[src/hdl/scb_pkg.sv]
`timescale 1ns / 1ps
package scb_pkg;

   localparam int NUM_CORES        = 4;
   localparam int BLOCKS_PER_CACHE = 8;
   localparam int CORE_BITS        = $clog2(NUM_CORES);
   localparam int SLOT_BITS        = $clog2(BLOCKS_PER_CACHE);
   localparam int NUM_BLOCKS       = NUM_CORES * BLOCKS_PER_CACHE;
   localparam int IDX_BITS         = $clog2(NUM_BLOCKS);
   localparam int ADDR_BITS        = 16;
   localparam int DATA_BITS        = 32;
   localparam int COUNT_BITS       = 32;
   localparam int INVAL_BITS       = 5;
   localparam int BYTES_PER_WRITE  = 8;
   localparam int QUEUE_DEPTH      = 2;
   localparam int PTR_BITS         = $clog2(QUEUE_DEPTH);
   localparam int QCNT_BITS        = $clog2(QUEUE_DEPTH + 1);

   typedef enum logic [2:0] {
      CS_I = 3'd0,
      CS_S = 3'd1,
      CS_E = 3'd2,
      CS_O = 3'd3,
      CS_M = 3'd4
   } coh_state_type;

   typedef enum logic [1:0] {
      SRC_LOCAL  = 2'd0,
      SRC_PEER   = 2'd1,
      SRC_MEMORY = 2'd2,
      SRC_WRITE  = 2'd3
   } source_type;

   typedef enum logic {
      FUNC_READ  = 1'b0,
      FUNC_WRITE = 1'b1
   } func_type;

   typedef enum logic {
      MODE_MOESI = 1'b0,
      MODE_MESI  = 1'b1
   } mode_type;

   typedef struct packed {
      logic                 func;
      logic [1:0]           core_id;
      logic [2:0]           block_slot;
      logic [ADDR_BITS-1:0] address;
      logic [DATA_BITS-1:0] write_data;
      logic [DATA_BITS-1:0] memory_data;
   } req_type;

   typedef struct packed {
      logic [DATA_BITS-1:0]  read_data;
      logic [1:0]            data_source;
      logic [2:0]            local_state_after;
      logic [INVAL_BITS-1:0] peers_invalidated;
      logic [COUNT_BITS-1:0] read_count;
      logic [COUNT_BITS-1:0] write_count;
      logic [COUNT_BITS-1:0] bytes_sent;
   } rsp_type;

   typedef struct packed {
      func_type             func;
      logic [IDX_BITS-1:0]  index;
      logic [ADDR_BITS-1:0] address;
      logic [DATA_BITS-1:0] write_data;
      logic [DATA_BITS-1:0] memory_data;
   } cmd_type;

endpackage

[src/hdl/scb_ram.sv]
`timescale 1ns / 1ps
module scb_ram #(
   parameter int WIDTH = 32,
   parameter int DEPTH = 32
) (
   input  logic                     clock,
   input  logic                     write_enable,
   input  logic [$clog2(DEPTH)-1:0] write_address,
   input  logic [WIDTH-1:0]         write_data,
   input  logic [$clog2(DEPTH)-1:0] read_address,
   output logic [WIDTH-1:0]         read_data
);

   logic [WIDTH-1:0] mem_ff [DEPTH];
   logic [WIDTH-1:0] read_data_ff;

   always_ff @(posedge clock) begin
      if (write_enable) begin
         mem_ff[write_address] <= write_data;
      end
      read_data_ff <= mem_ff[read_address];
   end

   assign read_data = read_data_ff;

endmodule

[src/hdl/scb_front.sv]
`timescale 1ns / 1ps
module scb_front (
   input  logic             clock,
   input  logic             reset,
   input  logic             req_push,
   output logic             req_full,
   input  scb_pkg::req_type req_payload,
   output logic             cmd_valid,
   output scb_pkg::cmd_type cmd,
   input  logic             cmd_take
);
   import scb_pkg::*;

   cmd_type              entry_ff [QUEUE_DEPTH];
   logic [PTR_BITS-1:0]  wr_ptr_ff, wr_ptr_in;
   logic [PTR_BITS-1:0]  rd_ptr_ff, rd_ptr_in;
   logic [QCNT_BITS-1:0] count_ff, count_in;
   cmd_type              classified;
   logic                 push_ok;
   logic                 take_ok;

   // The requester's core and slot fold into one flat block index.
   always_comb begin
      classified.func        = func_type'(req_payload.func);
      classified.index       = IDX_BITS'({req_payload.core_id[CORE_BITS-1:0],
                                          req_payload.block_slot[SLOT_BITS-1:0]});
      classified.address     = req_payload.address;
      classified.write_data  = req_payload.write_data;
      classified.memory_data = req_payload.memory_data;
   end

   assign req_full  = (count_ff == QCNT_BITS'(QUEUE_DEPTH));
   assign cmd_valid = (count_ff != '0);
   assign cmd       = entry_ff[rd_ptr_ff];
   assign push_ok   = req_push && !req_full;
   assign take_ok   = cmd_take && cmd_valid;

   always_comb begin
      wr_ptr_in = wr_ptr_ff;
      rd_ptr_in = rd_ptr_ff;
      count_in  = count_ff;
      if (push_ok) begin
         wr_ptr_in = PTR_BITS'(wr_ptr_ff + 1'b1);
      end
      if (take_ok) begin
         rd_ptr_in = PTR_BITS'(rd_ptr_ff + 1'b1);
      end
      if (push_ok && !take_ok) begin
         count_in = QCNT_BITS'(count_ff + 1'b1);
      end else if (take_ok && !push_ok) begin
         count_in = QCNT_BITS'(count_ff - 1'b1);
      end
   end

   always_ff @(posedge clock) begin
      if (reset) begin
         wr_ptr_ff <= '0;
         rd_ptr_ff <= '0;
         count_ff  <= '0;
      end else begin
         wr_ptr_ff <= wr_ptr_in;
         rd_ptr_ff <= rd_ptr_in;
         count_ff  <= count_in;
      end
   end

   always_ff @(posedge clock) begin
      if (push_ok) begin
         entry_ff[wr_ptr_ff] <= classified;
      end
   end

endmodule

[src/hdl/scb_back.sv]
`timescale 1ns / 1ps
module scb_back (
   input  logic              clock,
   input  logic              reset,
   input  scb_pkg::mode_type mode,
   input  logic              cmd_valid,
   input  scb_pkg::cmd_type  cmd,
   output logic              cmd_take,
   output logic              rsp_empty,
   input  logic              rsp_pop,
   output scb_pkg::rsp_type  rsp_payload
);
   import scb_pkg::*;

   typedef enum logic [1:0] {
      B_WAIT = 2'b01,
      B_DONE = 2'b10
   } back_fsm_type;

   typedef struct packed {
      source_type            source;
      coh_state_type         local_state;
      logic [INVAL_BITS-1:0] inval;
      logic [IDX_BITS-1:0]   index;
      logic [DATA_BITS-1:0]  memory_data;
   } pend_type;

   back_fsm_type          fsm_ff, fsm_in;
   logic [ADDR_BITS-1:0]  tag_ff [NUM_BLOCKS];
   logic [ADDR_BITS-1:0]  tag_in [NUM_BLOCKS];
   coh_state_type         state_ff [NUM_BLOCKS];
   coh_state_type         state_in [NUM_BLOCKS];
   logic [COUNT_BITS-1:0] reads_ff, reads_in;
   logic [COUNT_BITS-1:0] writes_ff, writes_in;
   logic [COUNT_BITS-1:0] bytes_ff, bytes_in;
   pend_type              pend_ff, pend_in;

   rsp_type               rspq_ff [QUEUE_DEPTH];
   logic [PTR_BITS-1:0]   rq_wr_ff, rq_wr_in;
   logic [PTR_BITS-1:0]   rq_rd_ff, rq_rd_in;
   logic [QCNT_BITS-1:0]  rq_cnt_ff, rq_cnt_in;

   logic                  start;
   logic                  finish;
   logic                  pop_ok;
   logic [CORE_BITS-1:0]  my_core;
   coh_state_type         my_state;
   coh_state_type         peer_state;
   logic [NUM_BLOCKS-1:0] peer_match;
   logic [NUM_BLOCKS-1:0] supply_vec;
   logic                  found;
   logic [IDX_BITS-1:0]   pick;
   logic [INVAL_BITS-1:0] inval_count;
   rsp_type               result;
   logic [DATA_BITS-1:0]  ram_rdata;
   logic                  ram_we;
   logic [IDX_BITS-1:0]   ram_waddr;
   logic [DATA_BITS-1:0]  ram_wdata;
   logic [IDX_BITS-1:0]   ram_raddr;

   assign rsp_empty   = (rq_cnt_ff == '0);
   assign rsp_payload = rspq_ff[rq_rd_ff];
   assign pop_ok      = rsp_pop && !rsp_empty;
   assign start       = (fsm_ff == B_WAIT) && cmd_valid &&
                        (rq_cnt_ff != QCNT_BITS'(QUEUE_DEPTH));
   assign finish      = (fsm_ff == B_DONE);
   assign cmd_take    = start;

   // Snoop: compare the address against every peer block at once.
   always_comb begin
      my_core = cmd.index[IDX_BITS-1:SLOT_BITS];
      my_state = state_ff[cmd.index];
      for (int k = 0; k < NUM_BLOCKS; k++) begin
         peer_match[k] = (tag_ff[k] == cmd.address) &&
                         (IDX_BITS'(k) >> SLOT_BITS) != IDX_BITS'(my_core);
         supply_vec[k] = peer_match[k] && (state_ff[k] != CS_I);
      end
      found = |supply_vec;
      pick = '0;
      for (int k = NUM_BLOCKS - 1; k >= 0; k--) begin
         if (supply_vec[k]) begin
            pick = IDX_BITS'(k);
         end
      end
      peer_state  = state_ff[pick];
      inval_count = INVAL_BITS'($countones(supply_vec));
   end

   always_comb begin
      fsm_in    = fsm_ff;
      tag_in    = tag_ff;
      state_in  = state_ff;
      reads_in  = reads_ff;
      writes_in = writes_ff;
      bytes_in  = bytes_ff;
      pend_in   = pend_ff;
      ram_we    = 1'b0;
      ram_waddr = cmd.index;
      ram_wdata = cmd.write_data;
      ram_raddr = cmd.index;
      if (start) begin
         fsm_in              = B_DONE;
         pend_in.index       = cmd.index;
         pend_in.memory_data = cmd.memory_data;
         pend_in.inval       = '0;
         if (cmd.func == FUNC_READ) begin
            reads_in = reads_ff + 1'b1;
            if (my_state != CS_I) begin
               pend_in.source = SRC_LOCAL;
            end else if (found) begin
               pend_in.source      = SRC_PEER;
               ram_raddr           = pick;
               tag_in[cmd.index]   = cmd.address;
               state_in[cmd.index] = CS_S;
               if (mode == MODE_MOESI && (peer_state == CS_E || peer_state == CS_O)) begin
                  state_in[pick] = CS_O;
               end else begin
                  state_in[pick] = CS_S;
               end
            end else begin
               pend_in.source      = SRC_MEMORY;
               ram_we              = 1'b1;
               ram_wdata           = cmd.memory_data;
               tag_in[cmd.index]   = cmd.address;
               state_in[cmd.index] = CS_E;
            end
         end else begin
            pend_in.source = SRC_WRITE;
            pend_in.inval  = inval_count;
            writes_in      = writes_ff + 1'b1;
            bytes_in       = bytes_ff + COUNT_BITS'(BYTES_PER_WRITE);
            ram_we         = 1'b1;
            for (int k = 0; k < NUM_BLOCKS; k++) begin
               if (peer_match[k]) begin
                  state_in[k] = CS_I;
               end
            end
            if (my_state == CS_S) begin
               state_in[cmd.index] = CS_M;
            end else if (my_state == CS_I) begin
               state_in[cmd.index] = (mode == MODE_MESI) ? CS_E : CS_O;
            end
         end
         pend_in.local_state = state_in[cmd.index];
      end else if (finish) begin
         fsm_in = B_WAIT;
         if (pend_ff.source == SRC_PEER) begin
            ram_we    = 1'b1;
            ram_waddr = pend_ff.index;
            ram_wdata = ram_rdata;
         end
      end
   end

   scb_ram #(
      .WIDTH(DATA_BITS),
      .DEPTH(NUM_BLOCKS)
   ) u_data_ram (
      .clock         (clock),
      .write_enable  (ram_we),
      .write_address (ram_waddr),
      .write_data    (ram_wdata),
      .read_address  (ram_raddr),
      .read_data     (ram_rdata)
   );

   always_comb begin
      case (pend_ff.source)
         SRC_LOCAL, SRC_PEER: result.read_data = ram_rdata;
         SRC_MEMORY:          result.read_data = pend_ff.memory_data;
         default:             result.read_data = '0;
      endcase
      result.data_source       = pend_ff.source;
      result.local_state_after = pend_ff.local_state;
      result.peers_invalidated = pend_ff.inval;
      result.read_count        = reads_ff;
      result.write_count       = writes_ff;
      result.bytes_sent        = bytes_ff;
   end

   always_comb begin
      rq_wr_in  = rq_wr_ff;
      rq_rd_in  = rq_rd_ff;
      rq_cnt_in = rq_cnt_ff;
      if (finish) begin
         rq_wr_in = PTR_BITS'(rq_wr_ff + 1'b1);
      end
      if (pop_ok) begin
         rq_rd_in = PTR_BITS'(rq_rd_ff + 1'b1);
      end
      if (finish && !pop_ok) begin
         rq_cnt_in = QCNT_BITS'(rq_cnt_ff + 1'b1);
      end else if (pop_ok && !finish) begin
         rq_cnt_in = QCNT_BITS'(rq_cnt_ff - 1'b1);
      end
   end

   always_ff @(posedge clock) begin
      if (reset) begin
         fsm_ff    <= B_WAIT;
         reads_ff  <= '0;
         writes_ff <= '0;
         bytes_ff  <= '0;
         rq_wr_ff  <= '0;
         rq_rd_ff  <= '0;
         rq_cnt_ff <= '0;
         for (int k = 0; k < NUM_BLOCKS; k++) begin
            tag_ff[k]   <= '0;
            state_ff[k] <= CS_I;
         end
      end else begin
         fsm_ff    <= fsm_in;
         reads_ff  <= reads_in;
         writes_ff <= writes_in;
         bytes_ff  <= bytes_in;
         rq_wr_ff  <= rq_wr_in;
         rq_rd_ff  <= rq_rd_in;
         rq_cnt_ff <= rq_cnt_in;
         tag_ff    <= tag_in;
         state_ff  <= state_in;
      end
   end

   always_ff @(posedge clock) begin
      pend_ff <= pend_in;
      if (finish) begin
         rspq_ff[rq_wr_ff] <= result;
      end
   end

endmodule

[src/hdl/snooping_coherence_bus_core.sv]
`timescale 1ns / 1ps
// Snooping coherence bus over four caches of eight blocks each.
// Requests enter through a queue port: a transaction is taken when req_push
// is high and req_full is low. Results leave through a queue port: the oldest
// result is on rsp_payload while rsp_empty is low and is removed when rsp_pop
// is high. Every request produces exactly one result, in request order.
// csr_write_enable with csr_write_data selects MOESI (0) or MESI (1); the user
// must write it only while no transaction is in flight; the block does not
// enforce this. A two-entry request queue decouples the front end from the
// execution unit. The execution unit takes a transaction in its wait state,
// doing the parallel tag snoop, priority pick and state update, and in its
// done state collects the data word from the block data RAM, which has one
// write and one registered read port. A new transaction is taken only after
// the previous one has finished. A two-entry result queue lets the execution
// unit go on while the receiver stalls; when it is full, execution waits and
// the request queue fills, raising req_full. Synchronous reset empties both
// queues, sets every block to I with a zero tag, clears the counters and
// selects MOESI.
module snooping_coherence_bus_core (
   input  logic             clock,
   input  logic             reset,
   input  logic             req_push,
   output logic             req_full,
   input  scb_pkg::req_type req_payload,
   output logic             rsp_empty,
   input  logic             rsp_pop,
   output scb_pkg::rsp_type rsp_payload,
   input  logic             csr_write_enable,
   input  logic             csr_write_data
);
   import scb_pkg::*;

   mode_type mode_ff, mode_in;
   logic     cmd_valid;
   cmd_type  cmd;
   logic     cmd_take;

   assign mode_in = csr_write_enable ? mode_type'(csr_write_data) : mode_ff;

   always_ff @(posedge clock) begin
      if (reset) begin
         mode_ff <= MODE_MOESI;
      end else begin
         mode_ff <= mode_in;
      end
   end

   scb_front u_front (
      .clock       (clock),
      .reset       (reset),
      .req_push    (req_push),
      .req_full    (req_full),
      .req_payload (req_payload),
      .cmd_valid   (cmd_valid),
      .cmd         (cmd),
      .cmd_take    (cmd_take)
   );

   scb_back u_back (
      .clock       (clock),
      .reset       (reset),
      .mode        (mode_ff),
      .cmd_valid   (cmd_valid),
      .cmd         (cmd),
      .cmd_take    (cmd_take),
      .rsp_empty   (rsp_empty),
      .rsp_pop     (rsp_pop),
      .rsp_payload (rsp_payload)
   );

endmodule

[config.mk]
export PLATFORM = sky130hd
export DESIGN_NAME = snooping_coherence_bus_core
export DESIGN_NICKNAME = d
export VERILOG_FILES = /design/src/hdl/scb_pkg.sv /design/src/hdl/scb_ram.sv /design/src/hdl/scb_front.sv /design/src/hdl/scb_back.sv /design/src/hdl/snooping_coherence_bus_core.sv
export SDC_FILE = /design/constraint.sdc
export NUM_CORES = 2
export LEC_CHECK = 0
export BUFFER_PORTS_ARGS = -buffer_cell sky130_fd_sc_hd__buf_4
export CORE_MARGIN = 5
export CORE_UTILIZATION = 63
export DETAILED_ROUTE_END_ITERATION = 12
export HOLD_SLACK_MARGIN = 0.12
export PLACE_DENSITY_LB_ADDON = 0.15
export SYNTH_ARGS = -nofsm -noshare
export SYNTH_HDL_FRONTEND = slang
export SYNTH_HIERARCHICAL = 1
export SYNTH_SLANG_ARGS = --single-unit
export TNS_END_PERCENT = 30
[constraint.sdc]
create_clock -name clock -period 7.85 [get_ports clock]
set_input_delay 1.57 -clock clock [delete_from_list [all_inputs] [get_ports clock]]
set_output_delay 1.57 -clock clock [all_outputs]
set_load 0.005 [all_outputs]
Yosys cells after proc, flatten, opt, wreduce, memory -nomap -nowiden
Memories as Yosys holds them, arrays and structs flattened. A register that Yosys moved wholly into a read port is not among the register bits.
Index checks and enable logic that the tools add are counted.
{"block": "word_totals", "memories": 3, "output_inout_bits": 140, "wordCells": 513, "ff_bits": 762, "mem_bits_rw": 1472}
{"memory": "u_back.u_data_ram.mem_ff", "words": 32, "word_bits": 32, "read_ports": 1, "rd_ports_with_merged_regs": 1, "write_ports": 1, "line": "scb_ram.sv:14", "source": "logic [WIDTH-1:0] mem_ff [DEPTH];"}
{"memory": "u_back.rspq_ff", "words": 2, "word_bits": 138, "read_ports": 1, "rd_ports_with_merged_regs": 1, "write_ports": 1, "line": "scb_back.sv:38", "source": "rsp_type rspq_ff [QUEUE_DEPTH];"}
{"memory": "u_front.entry_ff", "words": 2, "word_bits": 86, "read_ports": 1, "rd_ports_with_merged_regs": 1, "write_ports": 1, "line": "scb_front.sv:14", "source": "cmd_type entry_ff [QUEUE_DEPTH];"}
{"block": "classes", "eq_ne": 44, "n_addsub": 42, "muxes": 191, "order_cmp": 4, "n_bitwise": 20, "n_reduce_logical": 129}
{"cell": "96-bit two-way mux", "n": 7}
{"cell": "512-bit bitwise mux", "n": 1}
{"cell": "16-bit equality test", "n": 32}
{"cell": "3-bit two-way mux", "n": 104}
{"cell": "64-bit AND", "n": 4}
{"cell": "64-bit NOT", "n": 4}
{"cell": "5-bit two-way mux", "n": 39}
{"cell": "32-bit two-way mux", "n": 6}
{"cell": "32-bit bitwise OR", "n": 4}
{"cell": "3-bit nonzero test", "n": 33}
{"cell": "96-bit bitwise mux", "n": 1}
{"cell": "16-bit demux with 5-bit select", "n": 1}
{"cell": "1-bit logical AND", "n": 76}
{"cell": "5-bit adder", "n": 15}
{"cell": "32-bit by 1-bit adder with 32-bit output (second input constant)", "n": 2}
{"cell": "64-bit bitwise OR", "n": 1}
{"cell": "32-bit case mux with 2 select lines", "n": 1}
{"cell": "3-bit binary-select mux with 5-bit select", "n": 3}
{"cell": "1-bit by 1-bit adder with 2-bit output", "n": 16}
{"cell": "32-bit by 4-bit adder with 32-bit output (second input constant)", "n": 1}
{"cell": "32-bit AND", "n": 1}
{"cell": "32-bit NOT", "n": 1}
{"cell": "32-bit OR reduction", "n": 1}
{"cell": "3-bit demux with 5-bit select", "n": 2}
{"cell": "other kinds (25)", "n": 74}

Longest topological paths before layout
{"block": "depth", "word_depth": 50, "depth_mapped": 31, "mapped_depth_nobuf": 25}

Hierarchy
Netlist, hierarchy kept.
{"module": "scb_back", "n_inst": 1, "area_each_um2": 53525.1, "cells_each": 6242}
{"module": "scb_ram", "n_inst": 1, "area_each_um2": 40487.6, "cells_each": 2260}
{"module": "scb_front", "n_inst": 1, "area_each_um2": 6630.1, "cells_each": 293}
{"module": "snooping_coherence_bus_core", "n_inst": 1, "area_each_um2": 33.8, "cells_each": 3}

Worst setup path after synthesis
No wires, ideal clock.
{"block": "synth_path", "kind": "reg2reg", "from": "register u_back.fsm_ff[1]", "to": "memory u_back/rspq_ff[0][100] in the netlist's numbering (enable)", "slack_ns": 0.617, "arrival_ns": 6.586, "setup_ns": 0.647, "stages_incl_launch_ff": 3, "n_path_buf": 0, "synth_period_minus_slack_ns": 7.233, "cell_sequence": "dfxtp_1 -> nor2b_1 -> nor2b_1"}
{"block": "synth_between", "elab_chain_cells": 3}
{"element": "from (decl)", "line": "scb_back.sv:28", "source": "back_fsm_type fsm_ff, fsm_in;"}
{"element": "from (signal assigned)", "line": "scb_back.sv:212", "source": "fsm_ff <= fsm_in;"}
{"element": "2-bit equality test", "line": "scb_back.sv:66", "source": "assign finish = (fsm_ff == B_DONE);"}
{"element": "1-bit two-way mux", "line": "scb_back.sv:226", "source": "if (finish) begin"}
{"element": "1-bit two-way mux (implied by the code)", "line": "scb_back.sv:227", "source": "rspq_ff[rq_wr_ff] <= result;"}
{"element": "to (decl)", "line": "scb_back.sv:38"}
Every way passes these cells.

==> summary.txt <==
Worst setup path
  • Slowest stage delay, CP: between 0.9 and 1 ns
  • Crit path top cell by count: buf_4
  • CP cell instances: mux2_4 > buf_4 > buf_4 > xor2_1 > nor4_1 > nand3b_1 > a2bb2oi_1 > buf_4 > a2111o_1 > a311oi_1 > or3_4 > nand4_1 > buf_4 > o21ai_1 > a222oi_1 > mux4_2 > and2_0 > o32a_1 > and3_1 > a31oi_1
  • CP max stage cell: nor4_1
  • Kind of critical path: reg -> reg
  • WP data arrival: 8.22 ns
  • Crit path required time: 8.42 ns
  • Crit end category: register
  • Critical path's top delay family: simple AND/OR/NAND/NOR gates
  • Bufs and invs on worst path: 4
  • Worst Path Max Fanout: 24
  • Startpoint types: register

Synth
  • Area contributors post-synth: edfxtp_1 (45%), dfxtp_1 (15%), nand2_1 (5.6%), mux2i_1 (5.2%), a21oi_1 (3.9%)
  • Distinct cells, synth: 120
  • Main flop type after synthesis: edfxtp_1
  • Netlist Area Pre-Place: 0.101 sq mm
  • Post-synth top area share: a little under half
  • Mapped Cells: 8798
  • Post-synthesis register bit count: 2259
  • Largest area contributor in the synthesized netlist: edfxtp_1
  • Synth warn: 6
  • Post-synth EDFFs: ~1.5k
  • Seq/Total Area, Yosys: between 50% and 60%
  • Synth Area per Inst: between 10 and 15 sq um
  • Most frequent cells after synthesis: edfxtp_1 (1513), nand2_1 (1513), a21oi_1 (776), dfxtp_1 (746), mux2i_1 (526)
  • Synth async-reset ratio: 0%

STA
  • Actual slew at the worst max-slew pin: 1.51 ns
  • Total Negative Setup Slacks: 0 ns
  • Final min period: 7.64 ns
  • Max Fclk: 0.131 GHz
  • Tcrit/Tclk final: 97.4%
  • Unrepaired setup endpoints after global routing: no
  • Max_slew headroom: -1.50%
  • Endpoints failing setup: 0
  • Final hold violation count: 0
  • Setup Skew: roughly 0.097 ns
  • Max Slew Vio Count: 9

Detailed routing
  • Total Routed Length: slightly below 400000 um
  • Starting DRT DRC Count: 13.0k
  • 1st-pass router iterations: 9
  • WL/cell: 33.1 um
  • Via count: 80.4k
  • Residual DRC: 0
  • DR vias/cell: roughly 6.9
  • Post-route ant nets: 0

Clock network
  • Clock root cell: clkbuf_16
  • # clock sinks: 2259
  • Htree depth: 4
  • CTS tree: yes
  • Reg clk slew, reported paths: 0.06 ns
  • Worst skew pair latency: slightly below 0.9 ns
  • Cts bufs inserted: 216
  • CTS Buffer Depth: 3
  • Setup Fix Bufs, Post-CTS: 0
  • CTS Hold Bufs: 0
  • Post-CTS Resized: 0

Floorplan
  • I/O pins: 232
  • Std cell rows: approximately 150
  • Die width: approximately 410 um
  • Initial Util: 63.5%
  • Die area: 0.168 sq mm
  • Placeable Area: ~0.16 sq mm
  • DIE HEIGHT: 410 um

Finish
  • Share of layout cells above drive strength 1: 17.5%
  • Layout net count: 9533
  • Core Util, Final: between 70% and 80%
  • Layout Cells excl Fill: 11.7k
  • Area Overhead vs Synth: 15.8%
  • # fillers: 9591

GRT
  • Total GRT Usage: 44.8%
  • Largest net degree at the start of global routing: 160
  • First-pass GRT wire length: between 500000 and 600000 um
  • Vias in the first global route: 78.0k
  • Grt total ovfl: 0
  • Initial antenna violation count: 12

Hold path
  • Hold WC Path Type: reg -> reg

Pwr
  • PwrDens: 342 mW/mm^2
  • Leak: ~42 nW
  • Maximum vdd ir drop: 0.401 mV

Placed design
  • HPWL reported at the end of detailed placement: between 200000 and 300000 um
  • Routability cong.: 1.08
  • Post-Place Cells: 11.3k
  • PortBufs: 228

Run status
  • Status: finished, violations left
  • Failing checks: max-capacitance violations, max-slew violations

Flow run
  • Max-capacitance violation count: 1
-- logic make-up after synthesis --
group | after synthesis | synth area share, %
compound gates | 1578 | 9.73
xor+xnor | 539 | 4.69
fa+ha+maj | 37 | 0.639
buf+inv | 718 | 3.41
flops | 2259 | 60.0
mux | 787 | 8.70
other cells | 1 | 0.00372
simple gates | 2879 | 12.9
-- per-layer routing --
metal  GRT usage, %  wire (um)  up-vias
met1           56.4     133000    38859
met4           30.7      34000        4
li1               -          -    33026
met5              0         26        -
met3           9.54      44800     1679
met2           70.1     174000     6794
-- layout by cell type, fill, tap and decap left out, types with 157 or more instances in the layout --
cell type | synthesis | final
xnor2_1 | 197 | 197
clkbuf_16 | 0 | 217
edfxtp_1 | 1513 | 1513
buf_4 | 56 | 843
mux2i_1 | 526 | 526
nor2_1 | 448 | 398
xor2_1 | 342 | 342
dfxtp_1 | 746 | 744
o21ai_0 | 174 | 173
nand2_1 | 1513 | 1513
nor3_1 | 160 | 157
nand3_1 | 209 | 209
a21oi_1 | 776 | 776
mux2_2 | 184 | 167
-- sequential cells by signal, indices dropped and copies added, names as in the netlist, 29 cells and up, named ones only --
signal                       cells
u_back/rspq_ff                 270
u_front/entry_ff               172
u_back/bytes_ff                 29
u_back/reads_ff                 32
u_back/state_ff                 96
u_back/tag_ff                  512
u_back/writes_ff                32
u_back/u_data_ram/mem_ff      1024
u_back/pend_ff                  47
u_back/u_data_ram/read_data     32
-- where the power goes --
group / internal (W) / total (W) / switching, W
Clock: 0.00594 / 0.0107 / 0.00480
Sequential: 0.0146 / 0.0154 / 0.000789
Combinational: 0.00461 / 0.0138 / 0.00917
Total: 0.0251 / 0.0399 / 0.0148
-- area by class of cell --
type | count | area [sq um] | area share, %
Multi-Input combinational cell | 5823 | 37300 | 32.0
Antenna cell | 10 | 25.0 | 0.0215
Tap cell | 2072 | 2590 | 2.22
Inverter | 155 | 591 | 0.506
Clock inverter | 112 | 1310 | 1.12
Clock buffer | 294 | 5970 | 5.12
Timing Repair Buffer | 949 | 8450 | 7.24
Sequential cell | 2259 | 60400 | 51.8
-- final timing paths --
path,start,endpoint,slack (ns),cells past startpoint
setup / recovery,register,u_back/pend_ff[42],0.21,20
hold / removal,u_back/pend_ff[42],u_back/rspq_ff[0][101],0.45,0
setup reg to reg,register,u_back/pend_ff[42],0.21,20
hold reg to reg,u_back/pend_ff[42],u_back/rspq_ff[0][101],0.45,0
-- per-stage QoR --
stage               setup slack (ns)  cell area, sq um  hold WS, ns  power [W]
global placement               0.403            109000        0.430     0.0281
finish                         0.208            117000        0.452     0.0399
floorplan                      0.617            101000        0.421     0.0224
CTS                            0.333            117000        0.453     0.0393
global route                  0.0143            117000        0.465     0.0407
detailed placement             0.457            109000        0.439     0.0284
No activity file was read; power rests on OpenSTA's default activity.
